File: config.mk
export PLATFORM = sky130hd
export DESIGN_NAME = fcw_ctrl
export DESIGN_NICKNAME = d
export VERILOG_FILES = /design/src/design/fcw_pkg.sv /design/src/design/fcw_ctrl.sv
export SDC_FILE = /design/constraint.sdc
export NUM_CORES = 1
export LEC_CHECK = 0
export ABC_AREA = 1
export BUFFER_PORTS_ARGS = -buffer_cell sky130_fd_sc_hd__buf_2
export CAP_MARGIN = 20
export CELL_PAD_IN_SITES_DETAIL_PLACEMENT = 2
export CELL_PAD_IN_SITES_GLOBAL_PLACEMENT = 2
export CORE_ASPECT_RATIO = 0.8
export CORE_MARGIN = 10
export CORE_UTILIZATION = 27
export CTS_BUF_LIST = sky130_fd_sc_hd__clkbuf_16
export CTS_CLUSTER_SIZE = 28
export DETAILED_ROUTE_END_ITERATION = 6
export HOLD_SLACK_MARGIN = 0.02
export PLACE_DENSITY = 0.8
export SYNTH_ARGS = -nofsm -noshare
export SYNTH_HDL_FRONTEND = slang
export SYNTH_SLANG_ARGS = --single-unit
File: constraint.sdc
create_clock -name clk -period 2.6 [get_ports clk]
set_clock_uncertainty 0.2 [all_clocks]
set_input_delay 0.52 -clock clk [delete_from_list [all_inputs] [get_ports clk]]
set_output_delay 0.52 -clock clk [all_outputs]
set_load 0.1 [all_outputs]
File: src/design/fcw_pkg.sv
// Shared types, codes and the entry classifier for the FAT chain walker.
package fcw_pkg;

  // Table type register codes
  localparam logic [1:0] TT_FAT12 = 2'd0;
  localparam logic [1:0] TT_FAT16 = 2'd1;
  localparam logic [1:0] TT_FAT32 = 2'd2;
  // unused code, decodes as 32-bit entries
  localparam logic [1:0] TT_SPARE = 2'd3;

  // Configuration register indexes
  localparam logic CFG_TABLE_TYPE  = 1'b0;
  localparam logic CFG_ENTRY_COUNT = 1'b1;

  // Input item kinds
  localparam logic KIND_LOAD = 1'b0;
  localparam logic KIND_WALK = 1'b1;

  // End reasons
  localparam logic [2:0] REASON_MORE  = 3'd0;
  localparam logic [2:0] REASON_END   = 3'd1;
  localparam logic [2:0] REASON_BAD   = 3'd2;
  localparam logic [2:0] REASON_RANGE = 3'd3;
  localparam logic [2:0] REASON_TRUNC = 3'd4;

  localparam int CLUSTER_W = 28;
  localparam int CUR_W     = 16;

  typedef struct packed {
    logic       accept_load;
    logic       accept_walk;
    logic       rd_issue;
    logic [1:0] rd_k;
    logic       cur_advance;
    logic       out_load;
    logic       out_has;
    logic       out_last;
    logic [2:0] out_reason;
  } cmd_t;

  typedef struct packed {
    logic [2:0] start_reason;
    logic [2:0] next_reason;
    logic       wide_entry;
  } sts_t;

  // Stop reason for a cluster value, or REASON_MORE if the chain goes on.
  function automatic logic [2:0] classify(logic [CLUSTER_W-1:0] v, logic [1:0] tt,
                                          logic [15:0] cnt);
    logic [CLUSTER_W-1:0] end_mark;
    logic [CLUSTER_W-1:0] bad_mark;
    logic [2:0]           r;
    case (tt)
      TT_FAT12: begin
        end_mark = 28'h0000FF8;
        bad_mark = 28'h0000FF7;
      end
      TT_FAT16: begin
        end_mark = 28'h000FFF8;
        bad_mark = 28'h000FFF7;
      end
      default: begin
        end_mark = 28'hFFFFFF8;
        bad_mark = 28'hFFFFFF7;
      end
    endcase
    if (v >= end_mark) r = REASON_END;
    else if (v == bad_mark) r = REASON_BAD;
    else if (v >= {12'b0, cnt}) r = REASON_RANGE;
    else r = REASON_MORE;
    return r;
  endfunction

endpackage

File: src/design/fcw_ctrl.sv
// Controller: sequences loads, entry byte reads, classification and result transfers.
module fcw_ctrl #(
  parameter int MAX_CHAIN = 64
) (
  input  logic          clk,
  input  logic          rst,
  input  logic          s_tvalid,
  input  logic          s_tuser,
  output logic          s_tready,
  output logic          m_tvalid,
  input  logic          m_tready,
  output fcw_pkg::cmd_t cmd,
  input  fcw_pkg::sts_t sts
);

  localparam int CNT_W = (MAX_CHAIN > 1) ? $clog2(MAX_CHAIN) : 1;

  localparam logic [2:0] S_IDLE  = 3'd0;
  localparam logic [2:0] S_START = 3'd1;
  localparam logic [2:0] S_READ  = 3'd2;
  localparam logic [2:0] S_WAIT  = 3'd3;
  localparam logic [2:0] S_EVAL  = 3'd4;
  localparam logic [2:0] S_EMIT  = 3'd5;

  logic [2:0]       state, state_next;
  logic [1:0]       k, k_next;
  logic [CNT_W-1:0] count, count_next;
  logic             done, done_next;
  logic             accept;
  logic [1:0]       k_last;

  assign s_tready = (state == S_IDLE);
  assign m_tvalid = (state == S_EMIT);
  assign accept   = s_tvalid && s_tready;
  assign k_last   = sts.wide_entry ? 2'd3 : 2'd1;

  always_comb begin
    state_next      = state;
    k_next          = k;
    count_next      = count;
    done_next       = done;
    cmd             = '0;
    cmd.accept_load = accept && (s_tuser == fcw_pkg::KIND_LOAD);
    cmd.accept_walk = accept && (s_tuser == fcw_pkg::KIND_WALK);
    cmd.rd_k        = k;
    case (state)
      S_IDLE: begin
        if (cmd.accept_walk) begin
          state_next = S_START;
          count_next = '0;
        end
      end
      S_START: begin
        if (sts.start_reason != fcw_pkg::REASON_MORE) begin
          cmd.out_load   = 1'b1;
          cmd.out_last   = 1'b1;
          cmd.out_reason = sts.start_reason;
          done_next      = 1'b1;
          state_next     = S_EMIT;
        end else begin
          k_next     = 2'd0;
          state_next = S_READ;
        end
      end
      S_READ: begin
        cmd.rd_issue = 1'b1;
        if (k == k_last) state_next = S_WAIT;
        else k_next = k + 2'd1;
      end
      S_WAIT: state_next = S_EVAL;
      S_EVAL: begin
        cmd.out_load = 1'b1;
        cmd.out_has  = 1'b1;
        state_next   = S_EMIT;
        if (sts.next_reason != fcw_pkg::REASON_MORE) begin
          cmd.out_last   = 1'b1;
          cmd.out_reason = sts.next_reason;
          done_next      = 1'b1;
        end else if (count == CNT_W'(MAX_CHAIN - 1)) begin
          cmd.out_last   = 1'b1;
          cmd.out_reason = fcw_pkg::REASON_TRUNC;
          done_next      = 1'b1;
        end else begin
          cmd.out_reason  = fcw_pkg::REASON_MORE;
          cmd.cur_advance = 1'b1;
          count_next      = count + CNT_W'(1);
          done_next       = 1'b0;
        end
      end
      S_EMIT: begin
        if (m_tready) begin
          if (done) begin
            state_next = S_IDLE;
          end else begin
            k_next     = 2'd0;
            state_next = S_READ;
          end
        end
      end
      default: state_next = S_IDLE;
    endcase
  end

  always_ff @(posedge clk) begin
    if (rst) begin
      state <= S_IDLE;
      k     <= 2'd0;
      count <= '0;
      done  <= 1'b0;
    end else begin
      state <= state_next;
      k     <= k_next;
      count <= count_next;
      done  <= done_next;
    end
  end

endmodule

==> results.toml <==
[clock_tree]
ctsResizeCount = 0
clk_path_buf_depth = 2
cts_root_buf = "clkbuf_16"
cts_buffers = 3
cts.sinks = 12
cts_setup_buffers = 0
htree_levels = 1
clk_pin_slew_ns = 0.05
cts_tree = "done"
cts_hold_buf = 0
clkLatencyLatePin_ns = 0.24

[placed_design]
hpwlAfterDp_mm = 2.64
port_buffers = 25
placed_area_um2 = 1100
gp_congestion = 0.777

[timing]
min_period_ns = 2.46
rsz0062_at_grt = "false"
worst_slew_pin_slew_ns = 0.490
holdWs_ns = 0.344
hold_viol = 0
final.period_utilization_pct = 94.7
slew_headroom_pct = 67.6
drv_slew = 0
fmax_mhz = 406
setup_viol = 0
tns_ns = 0

[worst_setup_path]
worstPathArrival_ns = 1.74
r2r-end = "count[0]$_SDFFE_PP0P_"
slowest_delay_ns = 0.40
reg2reg_depth = 8
reg2reg_from = "count[1]$_SDFFE_PP0P_"
worstPathCellList = "ha_1 > nand2_1 > nor2_1 > nand3_1 > nand2_1 > nand2_1 > o22ai_2 > buf_12"
ff2ff_setup_slack_ns = 0.79
required_ns = 1.88
critical_path_class = "flop to primary output"
crit_path_end_kind = "primary output"
cp-start-kind = "flop"
setup.worst_path.start = "count[1]$_SDFFE_PP0P_"
cp_slowest_cell = "dfxtp_1"
cp_num_buf_inv = 1
cp_max_fo = 4
critical-path-top-delay-family = "simple AND/OR/NAND/NOR gates"
crit_top_cell = "nand2_1"

[cells_and_area]
finalNetCount = 182
synthToLayoutAreaGrowth_pct = 37.9
final_cell_mix = "34 x nand2_1, 21 x inv_1, 21 x buf_2, 16 x nor2_1, 15 x nand3_1"
antenna_cells = 0
final_design_area_no_fill_um2 = 1170
drive_gt1_share_pct = 28.1
final_common_cell = "nand2_1"
postLayoutCoreUtil_pct = 38.4

[die]
num_io_pins = 26
core.rowCount = 18
fp.dieW_um = 82.8
initial_utilization_pct = 27.8
die_area_um2 = 5820
die_h_um = 70.2
design.core.area_um2 = 3060

[detailed_routing]
routed_wl_mm = 3.28
dr.first_iter.drc_count = 53
vias = 1004
drc = 0
wire_per_inst_um = 15.9
ant_nets = 0
viasPerCell = 4.85
first_pass_iters = 2

[yosys]
yosys.area.top_type = "dfxtp_1"
ys_types = 24
async_flop_share_pct = 0
ys_warn_count = 0
synthTopCellsByArea = "dfxtp_1 28%, nand2_1 15%, inv_1 9.7%, nand3_1 8.8%, nor2_1 7.5%"
mappedNetlistArea_um2 = 852
synth_edf_count = 0
synth.yosys.seq_area_share_pct = 28.2
syn_inst = 140
synth_fp_nets = 153
ys.flop_type = "dfxtp_1"
synth-seq-cells = 12
yosysTopAreaCellShare_pct = 28.2
avgSynthCellArea_um2 = 6.09

[hold_path]
hold_path_class = "flop to flop"
hold_end = "k[1]$_SDFFE_PP0P_"
hold_start = "k[1]$_SDFFE_PP0P_"
whs_path_depth = 2

[global_route]
grt_overflow_total = 0
grt_pass1_vias = 1148
grt_pass1_wl_mm = 5.64
grt_max_degree = 9
grt_antenna_before_repair = 0
globalRouteTotalUtil_pct = 11.4

[flow_run]
max-cap-violations = 0

[status]
status = "completed"

[power]
leakage_nw = 0.558
irDropWorstVdd_v = 0.000787
p_total_mw = 1.80
power_density_nw_per_um2 = 1530
synthesized netlist by cell type, types with 2 or more instances:
library cell / instances
o21ai_1: 3
nand3_2: 2
inv_2: 4
a21oi_1: 10
nand3_1: 15
nand2_1: 34
inv_1: 22
dfxtp_1: 12
o22ai_1: 2
nor2_1: 17
o21ai_0: 5
nor2_2: 2
routing by layer:
metal  vias up  global-route usage (%)  wire [um]
met5         -                       0          0
met4         0                    3.96         40
met3         4                    2.43        122
met2        25                    19.0       1540
met1       479                    14.2       1580
li1        496                       -          -
final cells by class:
class | instances | area (um2)
clock buffer | 3 | 75.1
fill | 398 | 1890
inverter | 27 | 110
multi-input combinational | 100 | 523
sequential | 12 | 244
tap | 40 | 50.0
timing repair buffer | 25 | 173
power breakdown:
group          switching, mW  internal, mW  total [mW]
combinational          0.965         0.258        1.22
clock                 0.0840         0.201       0.285
sequential            0.0640         0.224       0.288
total                   1.11         0.683        1.80
state kept, by name, indices dropped and copies added, names as in the netlist:
name	cells
done	1
k	2
count	6
state	3
per-stage QoR:
stage                     worst slack (ns)  instances
final                                0.137        207
after floorplan                    -0.0955        140
after global placement               0.335        204
after global routing               0.00754        207
after detailed placement             0.308        204
after CTS                           0.0586        207
cell families (layout without fill, tap and decap cells):
group	Yosys count	in the layout	share of synthesized area, %
simple gates	76	76	42.4
flops	12	12	28.2
fa+ha+maj	1	1	1.47
buf+inv	28	55	12.9
compound gates	22	22	13.9
xor+xnor	1	1	1.03
how the worst max path moves through the flow:
stage                     depth (start not counted)      end  slack, ns
after floorplan                                   3  cmd[11]       -0.1
after global placement                            8   cmd[5]       0.34
after detailed placement                          8   cmd[5]       0.31
after CTS                                         6   cmd[5]       0.06
after global routing                              8   cmd[2]      0.008
final                                             8   cmd[2]       0.14
worst register-to-register path, delay by kind of cell (launching register included):
| family | cells | cell delay (ns) |
|---|---|---|
| AO/OA/AOI/OAI | 1 | 0.19 |
| adder cells (fa/ha/maj) | 1 | 0.22 |
| buffers and inverters | 1 | 0.10 |
| flip-flops | 1 | 0.40 |
| AND/OR/NAND/NOR | 5 | 0.60 |
(Power assumes the default switching activity.)
